$ cat config.mk
export PLATFORM = sky130hd
export DESIGN_NAME = ipv4_receive_header_check
export DESIGN_NICKNAME = d
export VERILOG_FILES = /design/src/hw/rtl/ipv4rhc_pkg.sv /design/src/hw/rtl/ipv4rhc_frame_acc.sv /design/src/hw/rtl/ipv4rhc_verdict.sv /design/src/hw/rtl/ipv4_receive_header_check.sv
export VERILOG_INCLUDE_DIRS = /design/src /design/src/hw/rtl
export SDC_FILE = /design/constraint.sdc
export NUM_CORES = 1
export LEC_CHECK = 0
export BUFFER_PORTS_ARGS = -buffer_cell sky130_fd_sc_hd__buf_2
export CAP_MARGIN = 20
export CORE_MARGIN = 2
export CORE_UTILIZATION = 35
export CTS_BUF_LIST = sky130_fd_sc_hd__clkbuf_8
export DETAILED_ROUTE_END_ITERATION = 12
export GPL_ROUTABILITY_DRIVEN = 1
export GPL_TIMING_DRIVEN = 0
export PLACE_DENSITY_LB_ADDON = 0.08
export SYNTH_ARGS = -nofsm -noshare
export SYNTH_HDL_FRONTEND = slang
export SYNTH_HIERARCHICAL = 1
export SYNTH_SLANG_ARGS = --single-unit
$ cat constraint.sdc
create_clock -name clk -period 6.7 [get_ports clk]
set_input_delay 0.67 -clock clk [delete_from_list [all_inputs] [get_ports clk]]
set_output_delay 0.67 -clock clk [all_outputs]
set_load 0.02 [all_outputs]
$ cat src/hw/rtl/ipv4_receive_header_check_defines.svh
// assertion macros for the ipv4 receive header check
// used by the top level only; no other dependencies
`ifndef IPV4_RECEIVE_HEADER_CHECK_DEFINES_SVH
`define IPV4_RECEIVE_HEADER_CHECK_DEFINES_SVH
`ifndef SYNTHESIS
`define IPV4RHC_ASSERT_IMPLIES(lbl, clk, rstn, ante, cons) \
	lbl: assert property (@(posedge clk) disable iff (!rstn) (ante) |-> (cons)) \
		else $error("ipv4rhc assertion failed");
`define IPV4RHC_ASSERT_NEXT(lbl, clk, rstn, ante, cons) \
	lbl: assert property (@(posedge clk) disable iff (!rstn) (ante) |=> (cons)) \
		else $error("ipv4rhc assertion failed");
`else
`define IPV4RHC_ASSERT_IMPLIES(lbl, clk, rstn, ante, cons)
`define IPV4RHC_ASSERT_NEXT(lbl, clk, rstn, ante, cons)
`endif
`endif

$ cat src/hw/rtl/ipv4rhc_pkg.sv
// shared types and constants for the ipv4 receive header check
// no dependencies
package ipv4rhc_pkg;

	typedef enum logic [2:0] {
		VerdictDeliver    = 3'd0,
		VerdictShort      = 3'd1,
		VerdictBadHeader  = 3'd2,
		VerdictBadCsum    = 3'd3,
		VerdictNotForUs   = 3'd4,
		VerdictProtoUnrch = 3'd5
	} verdict_t;

	localparam logic [3:0]  IpVersion4    = 4'd4;
	localparam logic [3:0]  MinHdrWords   = 4'd5;
	localparam logic [15:0] MinFrameBytes = 16'd20;
	localparam logic [7:0]  ProtoIcmp     = 8'd1;
	localparam logic [7:0]  ProtoUdp      = 8'd17;

	// header byte positions
	localparam logic [15:0] PosVerIhl   = 16'd0;
	localparam logic [15:0] PosLenHi    = 16'd2;
	localparam logic [15:0] PosLenLo    = 16'd3;
	localparam logic [15:0] PosProto    = 16'd9;
	localparam logic [15:0] PosCsumHi   = 16'd10;
	localparam logic [15:0] PosCsumLo   = 16'd11;
	localparam logic [15:0] PosSrcFirst = 16'd12;
	localparam logic [15:0] PosDstFirst = 16'd16;
	localparam logic [15:0] PosDstEnd   = 16'd20;
	localparam logic [15:0] CountMax    = 16'hFFFF;

	// frame state after the current byte has been folded in
	typedef struct packed {
		logic [15:0] byte_count;
		logic [3:0]  version;
		logic [3:0]  ihl;
		logic [15:0] total_len;
		logic [7:0]  protocol;
		logic [31:0] source;
		logic [31:0] dest;
		logic [15:0] stored_csum;
		logic [15:0] sum;
	} frame_t;

	typedef struct packed {
		verdict_t    verdict;
		logic [7:0]  protocol;
		logic [31:0] source_ip;
		logic [5:0]  header_bytes;
		logic [15:0] payload_len;
		logic [15:0] pad_bytes;
	} result_t;

endpackage

$ cat src/hw/rtl/ipv4rhc_frame_acc.sv
// per-frame header capture and ones' complement sum accumulation
// depends on ipv4rhc_pkg
module ipv4rhc_frame_acc (
	input  logic                clk,
	input  logic                arst_n,
	input  logic                go,
	input  logic [7:0]          data_byte,
	input  logic                last_byte,
	output ipv4rhc_pkg::frame_t frame
);
	import ipv4rhc_pkg::*;

	logic [15:0] count_q;
	logic [3:0]  version_q;
	logic [3:0]  ihl_q;
	logic [15:0] total_len_q;
	logic [7:0]  protocol_q;
	logic [31:0] source_q;
	logic [31:0] dest_q;
	logic [15:0] csum_q;
	logic [15:0] sum_q;
	logic [7:0]  hold_q;

	logic [7:0]  hold_n;
	logic [15:0] word;
	logic [16:0] sum_wide;
	logic [5:0]  hdr_bytes;
	frame_t      nxt;

	always_comb begin
		nxt.byte_count  = (count_q != CountMax) ? count_q + 16'd1 : count_q;
		nxt.version     = version_q;
		nxt.ihl         = ihl_q;
		nxt.total_len   = total_len_q;
		nxt.protocol    = protocol_q;
		nxt.source      = source_q;
		nxt.dest        = dest_q;
		nxt.stored_csum = csum_q;
		nxt.sum         = sum_q;
		hold_n          = hold_q;
		word            = 16'd0;
		sum_wide        = 17'd0;

		case (count_q)
			PosVerIhl: begin
				nxt.version = data_byte[7:4];
				nxt.ihl     = data_byte[3:0];
			end
			PosLenHi:  nxt.total_len[15:8]   = data_byte;
			PosLenLo:  nxt.total_len[7:0]    = data_byte;
			PosProto:  nxt.protocol          = data_byte;
			PosCsumHi: nxt.stored_csum[15:8] = data_byte;
			PosCsumLo: nxt.stored_csum[7:0]  = data_byte;
			default: ;
		endcase

		if (count_q >= PosSrcFirst && count_q < PosDstFirst) begin
			nxt.source = {source_q[23:0], data_byte};
		end else if (count_q >= PosDstFirst && count_q < PosDstEnd) begin
			nxt.dest = {dest_q[23:0], data_byte};
		end

		// sum covers the header only, checksum field counted as zero
		hdr_bytes = {nxt.ihl, 2'b00};
		if (count_q < {10'd0, hdr_bytes}) begin
			if (!count_q[0]) begin
				hold_n = data_byte;
			end else begin
				word     = (count_q == PosCsumLo) ? 16'd0 : {hold_q, data_byte};
				sum_wide = {1'b0, sum_q} + {1'b0, word};
				// end-around carry
				nxt.sum  = sum_wide[16] ? sum_wide[15:0] + 16'd1 : sum_wide[15:0];
			end
		end
	end

	assign frame = nxt;

	always_ff @(posedge clk or negedge arst_n) begin
		if (!arst_n) begin
			count_q     <= '0;
			version_q   <= '0;
			ihl_q       <= '0;
			total_len_q <= '0;
			protocol_q  <= '0;
			source_q    <= '0;
			dest_q      <= '0;
			csum_q      <= '0;
			sum_q       <= '0;
			hold_q      <= '0;
		end else if (go) begin
			if (last_byte) begin
				count_q     <= '0;
				version_q   <= '0;
				ihl_q       <= '0;
				total_len_q <= '0;
				protocol_q  <= '0;
				source_q    <= '0;
				dest_q      <= '0;
				csum_q      <= '0;
				sum_q       <= '0;
				hold_q      <= '0;
			end else begin
				count_q     <= nxt.byte_count;
				version_q   <= nxt.version;
				ihl_q       <= nxt.ihl;
				total_len_q <= nxt.total_len;
				protocol_q  <= nxt.protocol;
				source_q    <= nxt.source;
				dest_q      <= nxt.dest;
				csum_q      <= nxt.stored_csum;
				sum_q       <= nxt.sum;
				hold_q      <= hold_n;
			end
		end
	end

endmodule

$ cat src/hw/rtl/ipv4rhc_verdict.sv
// end-of-frame checks and result field derivation
// depends on ipv4rhc_pkg
module ipv4rhc_verdict (
	input  ipv4rhc_pkg::frame_t  frame,
	input  logic [31:0]          local_ip,
	output ipv4rhc_pkg::result_t result
);
	import ipv4rhc_pkg::*;

	logic [5:0]  hdr_bytes;
	logic [15:0] hdr_bytes_w;
	logic [15:0] flen;
	logic [15:0] computed;
	logic        bad_header;

	always_comb begin
		flen        = frame.byte_count;
		hdr_bytes   = {frame.ihl, 2'b00};
		hdr_bytes_w = {10'd0, hdr_bytes};
		computed    = ~frame.sum;
		bad_header  = (frame.version != IpVersion4) || (frame.total_len > flen)
			|| (frame.ihl < MinHdrWords);

		// first failing check wins
		if (flen < MinFrameBytes) begin
			result.verdict = VerdictShort;
		end else if (bad_header) begin
			result.verdict = VerdictBadHeader;
		end else if (flen < hdr_bytes_w) begin
			result.verdict = VerdictShort;
		end else if (computed != frame.stored_csum) begin
			result.verdict = VerdictBadCsum;
		end else if (frame.dest != local_ip) begin
			result.verdict = VerdictNotForUs;
		end else if (frame.protocol != ProtoIcmp && frame.protocol != ProtoUdp) begin
			result.verdict = VerdictProtoUnrch;
		end else begin
			result.verdict = VerdictDeliver;
		end

		result.protocol     = frame.protocol;
		result.source_ip    = frame.source;
		result.header_bytes = hdr_bytes;
		result.payload_len  = (frame.total_len > hdr_bytes_w) ?
			frame.total_len - hdr_bytes_w : 16'd0;
		result.pad_bytes    = (flen > frame.total_len) ? flen - frame.total_len : 16'd0;
	end

endmodule

$ cat src/hw/rtl/ipv4_receive_header_check.sv
// top level of the ipv4 receive header check: input register, frame state, result register
// depends on ipv4rhc_pkg, ipv4rhc_frame_acc, ipv4rhc_verdict and the defines header
//
// usage:
//   the input channel (in_valid, in_stall, data_byte, last_byte) takes a received frame
//   one byte per request, ip header first, last_byte set on the final byte.
//   the output channel (out_valid, out_stall, verdict and the report fields) gives one
//   request per frame, carrying the verdict and the captured header fields.
//   local_ip is written through cfg_valid/cfg_ready; cfg_ready is always high.
// throughput: one byte per cycle while in_stall is low, across frame boundaries.
// result path: the last byte is taken into the input register, then loads the result register
//   behind the checks once that register is free, raising out_valid.
// stalls: while out_stall holds a pending result, bytes of the next frame keep flowing;
//   only a second last byte waits in the input register, raising in_stall.
// reset: arst_n clears the frame state, local_ip and both valid flags at once;
//   no clearing pass, bytes are taken from the first cycle after reset.
`include "ipv4_receive_header_check_defines.svh"

module ipv4_receive_header_check (
	input  logic        clk,
	input  logic        arst_n,
	input  logic        cfg_valid,
	output logic        cfg_ready,
	input  logic [31:0] local_ip,
	input  logic        in_valid,
	output logic        in_stall,
	input  logic [7:0]  data_byte,
	input  logic        last_byte,
	output logic        out_valid,
	input  logic        out_stall,
	output logic [2:0]  verdict,
	output logic [7:0]  protocol,
	output logic [31:0] source_ip,
	output logic [5:0]  header_bytes,
	output logic [15:0] payload_len,
	output logic [15:0] pad_bytes
);
	import ipv4rhc_pkg::*;

	logic [31:0] local_ip_q;
	logic        valid_s1;
	logic [7:0]  data_s1;
	logic        last_s1;
	logic        s1_go;
	logic        go;
	logic        res_load;
	logic        out_valid_q;
	frame_t      frame;
	result_t     result;
	result_t     result_q;

	assign cfg_ready = 1'b1;

	always_ff @(posedge clk or negedge arst_n) begin
		if (!arst_n) begin
			local_ip_q <= '0;
		end else if (cfg_valid && cfg_ready) begin
			local_ip_q <= local_ip;
		end
	end

	// a last byte moves on only when the result register is free
	assign s1_go    = !(last_s1 && out_valid_q && out_stall);
	assign go       = valid_s1 && s1_go;
	assign res_load = go && last_s1;
	assign in_stall = valid_s1 && !s1_go;

	always_ff @(posedge clk or negedge arst_n) begin
		if (!arst_n) begin
			valid_s1 <= 1'b0;
		end else if (!in_stall) begin
			valid_s1 <= in_valid;
		end
	end

	always_ff @(posedge clk) begin
		if (in_valid && !in_stall) begin
			data_s1 <= data_byte;
			last_s1 <= last_byte;
		end
	end

	ipv4rhc_frame_acc u_frame_acc (
		.clk       (clk),
		.arst_n    (arst_n),
		.go        (go),
		.data_byte (data_s1),
		.last_byte (last_s1),
		.frame     (frame)
	);

	ipv4rhc_verdict u_verdict (
		.frame    (frame),
		.local_ip (local_ip_q),
		.result   (result)
	);

	always_ff @(posedge clk or negedge arst_n) begin
		if (!arst_n) begin
			out_valid_q <= 1'b0;
		end else if (res_load) begin
			out_valid_q <= 1'b1;
		end else if (!out_stall) begin
			out_valid_q <= 1'b0;
		end
	end

	always_ff @(posedge clk) begin
		if (res_load) begin
			result_q <= result;
		end
	end

	assign out_valid    = out_valid_q;
	assign verdict      = result_q.verdict;
	assign protocol     = result_q.protocol;
	assign source_ip    = result_q.source_ip;
	assign header_bytes = result_q.header_bytes;
	assign payload_len  = result_q.payload_len;
	assign pad_bytes    = result_q.pad_bytes;

	// a result appears only behind a last byte
	`IPV4RHC_ASSERT_NEXT(a_result_from_last, clk, arst_n,
		!res_load && !(out_valid_q && out_stall), !out_valid)
	// delivered frames carry a full header
	`IPV4RHC_ASSERT_IMPLIES(a_deliver_hdr, clk, arst_n,
		out_valid && verdict == VerdictDeliver, header_bytes >= 6'd20)
	// delivered frames carry a supported protocol
	`IPV4RHC_ASSERT_IMPLIES(a_deliver_proto, clk, arst_n,
		out_valid && verdict == VerdictDeliver,
		protocol == ProtoIcmp || protocol == ProtoUdp)

endmodule
### Word-level counts from Yosys, hierarchy flattened

Index checks and enable logic that the tools add are counted.

| word-level totals | value |
|---|---|
| output and inout bits | 84 |
| input bits | 46 |
| logic and storage cells | 102 |
| bits in registers | 274 |

| cells by class | value |
|---|---|
| bitwise operators | 1 |
| equality and inequality tests | 13 |
| reductions and logical operators | 17 |
| $add $sub $neg | 5 |
| mux-type cells | 33 |
| magnitude comparators | 11 |

Operators by type and width:

| operator | number |
|---|---|
| 2-to-1 mux 32 bit | 5 |
| 2-to-1 mux 16 bit | 9 |
| 2-to-1 mux 8 bit | 10 |
| == test 16 x 4 -> 1 bit (second input constant) | 3 |
| less-than comparator 16 x 5 -> 1 bit (second input constant) | 3 |
| adder 16 x 1 -> 16 bit (second input constant) | 2 |
| == test 16 x 2 -> 1 bit (second input constant) | 2 |
| > comparator 16 bit | 2 |
| less-than comparator 16 x 6 -> 1 bit | 2 |
| != test 32 bit | 1 |
| adder 16 x 16 -> 17 bit | 1 |
| greater-or-equal comparator 16 x 4 -> 1 bit (second input constant) | 1 |
| greater-or-equal comparator 16 x 5 -> 1 bit (second input constant) | 1 |
| > comparator 16 x 6 -> 1 bit | 1 |
| logical NOT 16 bit | 1 |
| != test 16 bit | 1 |
| != test 16 bit (second input constant) | 1 |
| NOT 16 bit | 1 |
| subtractor 16 bit | 1 |
| subtractor 16 x 6 -> 16 bit | 1 |
| logical AND 1 bit | 9 |
| 2-to-1 mux 4 bit | 2 |
| != test 8 x 1 -> 1 bit (second input constant) | 1 |
| != test 8 x 5 -> 1 bit (second input constant) | 1 |
| 12 further kinds | 18 |

### Longest topological paths before layout

Gate-level depths: netlist (run 1).

| logic depth | value |
|---|---|
| depth in word-level cells | 12 |
| gate-level depth with buffers | 25 |
| mapped depth without buffers | 21 |

### Hierarchy

The synthesis (run 1) kept the hierarchy.

By module, submodules not included:

| module | area each (sq um) | times used | cells each | sequential area each (sq um) |
|---|---|---|---|---|
| ipv4rhc_frame_acc | 8634.5 | 1 | 836 | 3803.6 |
| ipv4_receive_header_check | 4157.7 | 1 | 172 | 3553.4 |
| ipv4rhc_verdict | 2352.3 | 1 | 335 | 0.0 |

### Least setup slack after synthesis (run 1)

OpenSTA, ideal clock, no wires.

| timing | value |
|---|---|
| path type | register to register |
| start point | register u_frame_acc.count_q[8] |
| end point | register result_q (netlist bit verdict[0]) (data pin) |
| clock period less this slack | 5.638 ns |
| arrival time | 5.378 ns |
| path buffers | 4 |
| library setup time | 0.260 ns |
| required time | 6.440 ns |
| path slack | 1.062 ns |
| cell stages (with the launch flop) | 26 |
| cells stage by stage | dfrtp_1 > buf_2 > nor4_1 > and3_1 > buf_4 > and4b_1 > and2_1 > clkbuf_1 > clkbuf_1 > nor2b_1 > ha_1 > fa_1 > a21o_1 > a31o_2 > a211oi_1 > o21ai_0 > o31ai_2 > nor4_1 > nor2b_1 > xor2_1 > o21ai_0 > xor2_1 > nand4_1 > nor4_1 > nor2b_1 > a2bb2oi_1 |

RTL lines:

| element | line | RTL |
|---|---|---|
| start, declared | ipv4rhc_frame_acc.sv:13 | `logic [15:0] count_q;` |
| start signal, assigned | ipv4rhc_frame_acc.sv:104 | `count_q <= nxt.byte_count;` |
| end signal, assigned | ipv4_receive_header_check.sv:110 | `result_q <= result;` |
| end, declared | ipv4_receive_header_check.sv:50 | `result_t result_q;` |

==> results of run 1 <==
==> state kept, by name (all words and copies together) (netlist names), 6 cells and up <==
| name | count |
|---|---|
| u_frame_acc/protocol_q | 8 |
| data_s1 | 8 |
| u_frame_acc/hold_q | 8 |
| u_frame_acc/source_q | 32 |
| local_ip_q | 32 |
| u_frame_acc/dest_q | 32 |
| u_frame_acc/sum_q | 16 |
| u_frame_acc/count_q | 16 |
| protocol | 8 |
| payload_len | 16 |
| source_ip | 32 |
| header_bytes | 6 |
| pad_bytes | 16 |
| u_frame_acc/total_len_q | 16 |
| u_frame_acc/csum_q | 16 |
==> final cells by class <==
cell class,instances,share of cell area
inverter,44,0.00932
clock inverter,39,0.0110
clock buffer,56,0.0435
buffer,114,0.0390
sequential,276,0.415
multi-input combinational,909,0.396
tap,585,0.0413
timing repair buffer,136,0.0444
==> metrics by stage <==
step / total power (uW) / utilization
after detailed placement: 3520 / 0.388
after CTS: 5130 / 0.412
after floorplan: 3090 / -
after global routing: 5390 / 0.413
final: 5070 / 0.413
after global placement: 3530 / 0.385
==> worst max path at each step <==
stage                                       startpoint                    to  slack [ns]
detailed placement  u_frame_acc/count_q[8]$_DFFE_PN0P_  verdict[2]$_DFFE_PP_       -1.03
global placement    u_frame_acc/count_q[8]$_DFFE_PN0P_  verdict[2]$_DFFE_PP_       -1.01
floorplan           u_frame_acc/count_q[8]$_DFFE_PN0P_  verdict[0]$_DFFE_PP_        1.06
finish              u_frame_acc/count_q[8]$_DFFE_PN0P_  verdict[2]$_DFFE_PP_        0.40
CTS                 u_frame_acc/count_q[8]$_DFFE_PN0P_  verdict[2]$_DFFE_PP_        0.02
global route        u_frame_acc/count_q[8]$_DFFE_PN0P_  verdict[2]$_DFFE_PP_        0.01
==> critical path: cells and delay by family (launching register included) <==
kind	cells	cell delay (ns)
and+or+nand+nor	10	2.46
AOI/OAI and AO/OA	7	1.47
buffers and inverters	5	1.09
adders and majority gates	1	0.42
DFF	1	0.35
xor gates and xnor gates	2	0.35
==> power by group through the flow <==
stage / logic (uW) / registers (uW) / clock network [uW]
final: 1520 / 2000 / 1560
after global routing: 1680 / 2010 / 1700
after CTS: 1520 / 2000 / 1620
after detailed placement: 1500 / 2020 / 0
after global placement: 1490 / 2030 / 0
after floorplan: 1020 / 2080 / 0
==> cells by family (layout without fill, tap and decap cells) <==
kind of cell    count (synthesis)  after routing
other cells                     2              3
flops                         276            276
mux                           144            144
fa+ha+maj                      50             50
compound gates                289            289
buf+inv                       159            389
xor+xnor                      102            102
simple gates                  321            321
==> cell usage after synthesis, drive strengths merged, types with 3 or more instances <==
library cell	count
a211oi	5
a21o	9
a21oi	30
a22o	108
a31o	5
a31oi	5
and3	6
and4b	4
buf	63
clkbuf	52
dfrtp	186
edfxtp	90
fa	3
ha	47
inv	43
mux2	138
mux2i	6
nand2	114
nand2b	11
nand3	20
nand3b	3
nand4	26
nor2	59
nor2b	25
nor3	22
nor4	14
o21a	8
o21ai	84
o22ai	4
o2bb2ai	4
o31ai	5
or3	5
xnor2	64
xor2	38
==> per-layer routing <==
layer  global-route usage  wire [um]  up-vias
met5                    0          0        -
met2                0.300      19500      223
met3               0.0378       1840       58
met4               0.0576        926        0
met1                0.267      20200     5336
li1                     -          -     5257
==> what timing repair did <==
action                                  CTS  global route
buffers inserted                          1             3
pin swaps                                 1             5
endpoints found under the setup margin    3             3
resized for setup                         7            16
hold buffers                              0             0
==> results_dict.tcl, run 1 <==
set metrics [dict create \
    synth_edf_count 90 \
    clkLatencyLatePin_ns 0.62 \
    die_y_um 212 \
    r2r_end "verdict[2]$_DFFE_PP_" \
    p_comb_frac 0.299 \
    pwr-share-seq 0.394 \
    rr_startpoint "u_frame_acc/count_q[8]$_DFFE_PN0P_" \
    pre_cts_ws_ns -1.03 \
    slew_headroom 0.258 \
    ant_nets 0 \
    fin_crit_ns 6.30 \
    grt_max_degree 98 \
    yosys_warnings 6 \
    place_area_um2 16600 \
    synthDistinctLibCells 72 \
    crit_arrival_ns 6.76 \
    final_common_cell "dfrtp_1" \
    end_kind "flop" \
    synth_seq_cells 276 \
    worstPathRequired_ns 7.17 \
    synth_top_area_frac 0.307 \
    timing.fmax_mhz 159 \
    final.setup.tns_ns 0 \
    rrSetupSlack_ns 0.40 \
    setup_ws_ns 0.405 \
    ys_seq_area_frac 0.486 \
    h-tree-depth 2 \
    seqCellArea_um2 7360 \
    drc_errors 0 \
    finalClockSkew_ns 0.0253 \
    report.final.setup_viol 0 \
    switchingPower_uw 1750 \
    pwr-share-clk 0.307 \
    async_flop_share 0.674 \
    fp.dieW_um 212 \
    finalMaxSlewViolations 0 \
    rsz0062_at_grt "false" \
    cts.sinks 276 \
    die-area_um2 45000 \
    cp_common_cell "buf_4" \
    clkTransAtPathRegs_ns 0.07 \
    slowest_stage "nor3_1" \
    synth_compound_area_frac 0.137 \
    nets 1628 \
    fin_area_um2 17700 \
    n_fill_cell 4202 \
    syn_area_um2 15100 \
    rr_worst_depth 25 \
    grt_pass1_wl_um 65700 \
    synth_area_per_cell_um2 11.3 \
    cp_max_fo 10 \
    synth_mux_area_frac 0.114 \
    path_class "reg2reg" \
    placed_cells 2061 \
    grt-ovfl-total 0 \
    drt_iter0_drc 560 \
    port_buffers 127 \
    floorplan.initialDensity 0.353 \
    track_usage 0.191 \
    synth_top_family_by_area "compound AO/OA/AOI/OAI gates" \
    synth_xor_area_frac 0.0590 \
    critPathLaunchType "flop" \
    finalCritPeriodShare 0.940 \
    power.density_nw_per_um2 286 \
    intPower_uw 3320 \
    worstHoldPathType "in2async" \
    core-area_um2 42900 \
    synth_flop_cell "dfrtp_1" \
    multi_input_area_um2 7020 \
    firstDrtPassIters 6 \
    status "complete, no violations" \
    syn_inst 1343 \
    gp_congestion 0.827 \
    antenna_found_initial 0 \
    drive_above_1_share 0.269 \
    final_cells 2159 \
    hold_violations 0 \
    synthSimpleGateAreaFrac 0.104 \
    routedWlPerCell_um 19.7 \
    cts_tree "yes" \
    cts_made_buffers 51 \
    layout_common_cells "dfrtp_1 (186), buf_2 (131), nand2_1 (114)" \
    switching_share 0.345 \
    core.rowCount 76 \
    io_pins 130 \
    n_antenna_cell 0 \
    dpl.hpwl_um 29900 \
    cts-root-buf "clkbuf_8" \
    yosys.area.top_type "dfrtp_1" \
    drt-total-wl_um 42500 \
    vias 10900 \
    hold_ws_ns 0.0333 \
    critPathMaxStageDelay_ns 0.46 \
    cap_violations 0 \
    grt_pass1_vias 11100 \
    avgViaCountPerCell 5.04 \
    power.static_leakage_uw 0.00804 \
    ys_top_cells_by_area "dfrtp_1 (31%), edfxtp_1 (18%), mux2_2 (8.0%)" \
    tightest_slew_ns 1.11 \
    area_delta_synth_final_pct 17.0 \
    synth_fa_ha_area_frac 0.0428 \
    cts.path.max_buffers 3 \
    peakVddDrop_mv 0.156 \
]
Power figures use the tool's default switching activity.
==> run 2: changes to the inputs <==
--- a/config.mk
+++ b/config.mk
@@ -8,6 +8,7 @@
 export LEC_CHECK = 0
 export BUFFER_PORTS_ARGS = -buffer_cell sky130_fd_sc_hd__buf_2
 export CAP_MARGIN = 20
+export CORE_ASPECT_RATIO = 1.5
 export CORE_MARGIN = 2
 export CORE_UTILIZATION = 35
 export CTS_BUF_LIST = sky130_fd_sc_hd__clkbuf_8
==> run 2 against run 1 <==
  * First-iteration DRC count decreased by 4.5%
  * Clock power is essentially flat
  * Maximum frequency increased by 0.53%
  * Flip-flop and latch count unchanged
  * Critical path type unchanged
  * Sequential power barely moved
  * Cell count down 0.93%
  * Global-route usage is 0.28 points lower
==> results_dict.tcl, run 2 (synthesized netlist as in run 1, its figures left out) <==
set metrics [dict create \
    status "complete, no violations" \
    antenna_found_initial 1 \
    power.density_nw_per_um2 284 \
    crit_arrival_ns 6.72 \
    die-area_um2 45000 \
    drt_iter0_drc 535 \
    layout_common_cells "dfrtp_1 (186), buf_2 (132), nand2_1 (114)" \
    ant_nets 0 \
    hold_ws_ns 0.269 \
    finalMaxSlewViolations 0 \
    rr_worst_depth 26 \
    report.final.setup_viol 0 \
    final_cells 2139 \
    slew_headroom 0.308 \
    multi_input_area_um2 7030 \
    placed_cells 2046 \
    clkTransAtPathRegs_ns 0.07 \
    end_kind "flop" \
    final_common_cell "dfrtp_1" \
    worstHoldPathType "in2reg" \
    cts.sinks 276 \
    rrSetupSlack_ns 0.44 \
    avgViaCountPerCell 5.08 \
    worstPathRequired_ns 7.16 \
    switchingPower_uw 1720 \
    cp_max_fo 10 \
    hold-path-cell-count 1 \
    gp_congestion 0.847 \
    vias 10900 \
    floorplan.initialDensity 0.354 \
    path_class "reg2reg" \
    cts_tree "yes" \
    hold_violations 0 \
    cts-root-buf "clkbuf_8" \
    fin_crit_ns 6.26 \
    drt-total-wl_um 42400 \
    routedWlPerCell_um 19.8 \
    pwr-share-clk 0.303 \
    peakVddDrop_mv 0.138 \
    holdPathEnd "data_s1[5]$_DFFE_PP_" \
    intPower_uw 3320 \
    r2r_end "verdict[2]$_DFFE_PP_" \
    timing.fmax_mhz 160 \
    core-area_um2 42800 \
    area_delta_synth_final_pct 17.0 \
    grt_pass1_vias 11200 \
    min-delay-start "data_byte[5]" \
    tightest_slew_ns 1.04 \
    rr_startpoint "u_frame_acc/count_q[8]$_DFFE_PN0P_" \
    finalCritPeriodShare 0.935 \
    setup_ws_ns 0.438 \
    pre_cts_ws_ns -1.15 \
    n_fill_cell 4310 \
    critical_path.startpoint "u_frame_acc/count_q[8]$_DFFE_PN0P_" \
    clkLatencyLatePin_ns 0.59 \
    critPathLaunchType "flop" \
    grt_pass1_wl_um 65800 \
    switching_share 0.342 \
    pwr-share-seq 0.395 \
    track_usage 0.188 \
    seqCellArea_um2 7360 \
    port_buffers 127 \
    grt-ovfl-total 0 \
    h-tree-depth 2 \
    power.static_leakage_uw 0.00803 \
    grt_max_degree 100 \
    fp.dieW_um 174 \
    drc_errors 0 \
    finalClockSkew_ns 0.0160 \
    p_comb_frac 0.302 \
    p_total_uw 5040 \
    io_pins 130 \
    dpl.hpwl_um 30900 \
    nets 1626 \
    cts_made_buffers 46 \
    firstDrtPassIters 5 \
    cap_violations 0 \
    die_y_um 259 \
    drive_above_1_share 0.276 \
    cts.path.max_buffers 3 \
    core.rowCount 93 \
]
-- run 2: final cells by class --
type	instances	share of cell area
antenna	1	0.000141
buffer	114	0.0390
clock buffer	53	0.0412
clock inverter	33	0.0113
inverter	44	0.00932
multi-input combinational	909	0.397
sequential	276	0.415
tap	570	0.0402
timing repair buffer	139	0.0470
-- run 2: critical path, cell delays in order (launching register included) --
cell and delay [ns]:
dfrtp_1 0.35, buf_2 0.16, nor4_1 0.33, and3_1 0.22, buf_4 0.15, and4b_1 0.25, and2_2 0.30, clkbuf_4 0.27
nor2b_1 0.07, ha_1 0.21, fa_1 0.42, a21o_1 0.22, a221oi_2 0.29, xnor2_1 0.23, and4b_1 0.27, nand4_1 0.10
buf_4 0.18, nor3_4 0.24, nand4b_1 0.15, xnor2_1 0.19, mux2_2 0.28, xor2_1 0.20, nand4_1 0.17, nor4_4 0.29
buf_4 0.19, nor2b_1 0.18, o2111a_1 0.21
-- run 2: per-layer routing --
metal | routed length [um] | GRT usage
met4 | 1290 | 0.0658
met1 | 17200 | 0.225
met2 | 22300 | 0.345
met3 | 1540 | 0.0263
met5 | 0 | 0
-- run 2: timing repair --
action                                  4_1_cts  5_1_grt
pin swaps                                     0        4
resized for setup                            11       12
hold buffers                                  1        0
buffers inserted                              0        5
endpoints found under the hold margin        28        0
endpoints found under the setup margin        3        3
-- run 2: worst max path at each step --
stage | to | slack, ns | cells past startpoint
after CTS | verdict[2]$_DFFE_PP_ | 0.04 | 24
after detailed placement | verdict[0]$_DFFE_PP_ | -1.15 | 25
final | verdict[2]$_DFFE_PP_ | 0.44 | 26
after floorplan | verdict[0]$_DFFE_PP_ | 1.06 | 25
after global placement | source_ip[23]$_DFFE_PP_ | -1.24 | 2
after global routing | verdict[2]$_DFFE_PP_ | -0.002 | 26
-- run 2: through the flow --
| stage | setup TNS, ns | area [um2] | util |
|---|---|---|---|
| 6_report | 0 | 17700 | 0.414 |
| 2_1_floorplan | 0 | 15100 | - |
| 3_5_place_dp | -3.31 | 16600 | 0.389 |
| 3_3_place_gp | -100.84 | 16500 | 0.385 |
| 4_1_cts | 0 | 17600 | 0.411 |
| 5_1_grt | -0.00188 | 17700 | 0.414 |
-- run 2: power by group through the flow --
stage,logic [uW],registers [uW],clock network (uW)
detailed placement,1510,2030,0
finish,1520,1990,1530
floorplan,1020,2080,0
global route,1690,2010,1650
CTS,1520,2000,1590
global placement,1500,2030,0
==> run 3: changes to the inputs <==
--- a/config.mk
+++ b/config.mk
@@ -18,5 +18,4 @@
 export PLACE_DENSITY_LB_ADDON = 0.08
 export SYNTH_ARGS = -nofsm -noshare
 export SYNTH_HDL_FRONTEND = slang
-export SYNTH_HIERARCHICAL = 1
 export SYNTH_SLANG_ARGS = --single-unit
==> run 3 against run 2 <==
  * Utilization shrank 0.49 points
  * Cell count rose by 4.3%
  * Non-clock buffer count fell by 51
  * Synthesized cell count increased by 7.3%
  * Clock-buffer cell count increased by 9
  * Area after synthesis grew 2.1%
  * Clock skew increased by 0.018 ns
==> results_dict.tcl, run 3 <==
set metrics [dict create \
    async_flop_share 0.679 \
    report.final.setup_viol 0 \
    p_total_uw 5250 \
    finalClockSkew_ns 0.0339 \
    switching_share 0.355 \
    synth_seq_cells 274 \
    syn_area_um2 15500 \
    grt_max_degree 102 \
    pwr-share-clk 0.297 \
    cts.path.max_buffers 3 \
    core.rowCount 94 \
    synthDistinctLibCells 93 \
    ys_seq_area_frac 0.472 \
    crit_arrival_ns 6.87 \
    switchingPower_uw 1860 \
    antenna_found_initial 1 \
    crit_chain "or4_1, nor4_4, nand2_4, clkbuf_2, nand2_1, inv_1, ha_1, a211oi_1, o21ai_1, and4_1, a311oi_4, nand3b_1, or3_1, xor2_1, xor2_1, o32ai_1, nand4_1, nor4_2" \
    cts-root-buf "clkbuf_8" \
    cts_tree "yes" \
    grt-ovfl-total 0 \
    drt_iter0_drc 668 \
    vias 11800 \
    grt_pass1_vias 12100 \
    die_y_um 261 \
    drc_errors 0 \
    rr_startpoint "u_frame_acc.count_q[11]$_DFFE_PN0P_" \
    cts_setup_buffers 0 \
    io_pins 130 \
    fp.dieW_um 176 \
    h-tree-depth 2 \
    syn_inst 1441 \
    drive_above_1_share 0.200 \
    yosys_warnings 0 \
    synth_edf_count 88 \
    drt-total-wl_um 47000 \
    worstPathRequired_ns 7.05 \
    cap_violations 0 \
    cp_common_cell "xor2_1" \
    area_delta_synth_final_pct 15.7 \
    cts.sinks 274 \
    finalCritPeriodShare 0.974 \
    dpl.hpwl_um 34800 \
    fin_area_um2 17900 \
    gp_congestion 0.870 \
    cp_max_fo 18 \
    end_kind "flop" \
    floorplan.initialDensity 0.353 \
    synth_flop_cell "dfrtp_1" \
    finalMaxSlewViolations 0 \
    layout_common_cells "dfrtp_1 (186), buf_2 (133), nand2_1 (113)" \
    slowest_stage "or4_1" \
    routedWlPerCell_um 21.1 \
    firstDrtPassIters 5 \
    critPathMaxStageDelay_ns 0.69 \
    grt_pass1_wl_um 72400 \
    rrSetupSlack_ns 0.18 \
    clkTransAtPathRegs_ns 0.06 \
    critPathLaunchType "flop" \
    clkLatencyLatePin_ns 0.59 \
    die-area_um2 45900 \
    final.setup.tns_ns 0 \
    synth_area_per_cell_um2 10.7 \
    setup_ws_ns 0.176 \
    nets 1713 \
    avgViaCountPerCell 5.29 \
    worstHoldPathType "in2async" \
    synth_most_common_cell "dfrtp_1" \
    tightest_slew_ns 0.936 \
    port_buffers 125 \
    power.static_leakage_uw 0.00808 \
    synth_top_area_frac 0.301 \
    ant_nets 0 \
    post_cts_resized 4 \
    yosys.area.top_type "dfrtp_1" \
    intPower_uw 3390 \
    pre_cts_ws_ns -0.476 \
    path_class "reg2reg" \
    track_usage 0.205 \
    cts_made_buffers 47 \
    status "complete, no violations" \
    timing.fmax_mhz 153 \
    synth.top_cells.by_count "dfrtp_1 (186), nand2_1 (113), o21ai_0 (106), edfxtp_1 (88), a22o_1 (85)" \
    p_comb_frac 0.321 \
    peakVddDrop_mv 0.132 \
    rsz0062_at_grt "true" \
    final_common_cell "dfrtp_1" \
    critical_path.startpoint "u_frame_acc.count_q[11]$_DFFE_PN0P_" \
    fin_crit_ns 6.52 \
    core-area_um2 43800 \
    slew_headroom 0.358 \
    ys_top_cells_by_area "dfrtp_1 (30%), edfxtp_1 (17%), mux2_2 (5.1%)" \
    place_area_um2 16900 \
    pwr-share-seq 0.382 \
    post-route-util 0.409 \
    ctsHoldBuffers 0 \
    hold_violations 0 \
    power.density_nw_per_um2 294 \
]
## run 3: changes by cell type after synthesis, moves of 23 or more
cell,delta
mux2i_1,+51
and2_1,+27
o21ai_0,+35
a22o_1,-23
mux2_4,-31
buf_4,-42
mux2_2,-37
## run 3: kinds of logic (layout without fill, tap and decap cells)
family                     count (synthesis)  count (layout)  share of synthesized area
other                                      2               4                   0.000486
DFF                                      274             274                      0.472
AOI/OAI and AO/OA                        336             336                      0.154
xor gates and xnor gates                 111             111                     0.0638
and+or+nand+nor                          409             409                      0.141
muxes                                    132             132                     0.0935
adders and majority gates                 50              50                     0.0419
buffers and inverters                    127             340                     0.0341
## run 3: per-layer routing
metal  vias up  wire, um  GRT usage
met4         0      1600     0.0732
met3        91      1570     0.0267
met5         -         0          0
met2       229     24500      0.373
met1      5832     19400      0.248
li1       5655         -          -
## run 3: layout make-up
class,count,area (um2)
antenna,1,2.50
buffer,74,329
clock buffer,62,853
clock inverter,25,120
fill,4399,25900
inverter,51,191
multi-input combinational,1041,7680
sequential,274,7300
tap,576,721
timing repair buffer,128,696
## run 3: power groups by stage
stage	registers [uW]	clock network, uW	logic [uW]
2_1_floorplan	2090	0	1120
3_3_place_gp	2040	0	1670
3_5_place_dp	2040	0	1680
4_1_cts	2010	1610	1690
5_1_grt	2020	1690	1870
6_report	2010	1560	1680
## run 3: critical path: cells and delay by family, from the launching register on
family,cells,cell delay [ns]
simple gates,9,3.16
compound gates,4,1.59
flops,1,0.44
xor+xnor,2,0.44
buf+inv,2,0.35
fa+ha+maj,1,0.29
## run 3: metrics by stage
stage | instances | hold WS [ns]
after floorplan | 1442 | 0.374
after global placement | 2143 | 0.461
after detailed placement | 2145 | 0.470
after CTS | 2230 | 0.120
after global routing | 2232 | 0.164
final | 2232 | 0.0936
## run 3: final timing paths
kind	to	depth (start not counted)
setup reg to reg	verdict[2]$_SDFFCE_PP0P_	18
hold / removal	local_ip_q[29]$_DFFE_PN0P_	1
max in group asynchronous	u_frame_acc.source_q[29]$_DFFE_PN0P_	2
setup / recovery	verdict[2]$_SDFFCE_PP0P_	18
min in group clk	last_s1$_DFFE_PP_	1
hold reg to reg	u_frame_acc.total_len_q[9]$_DFFE_PN0P_	2
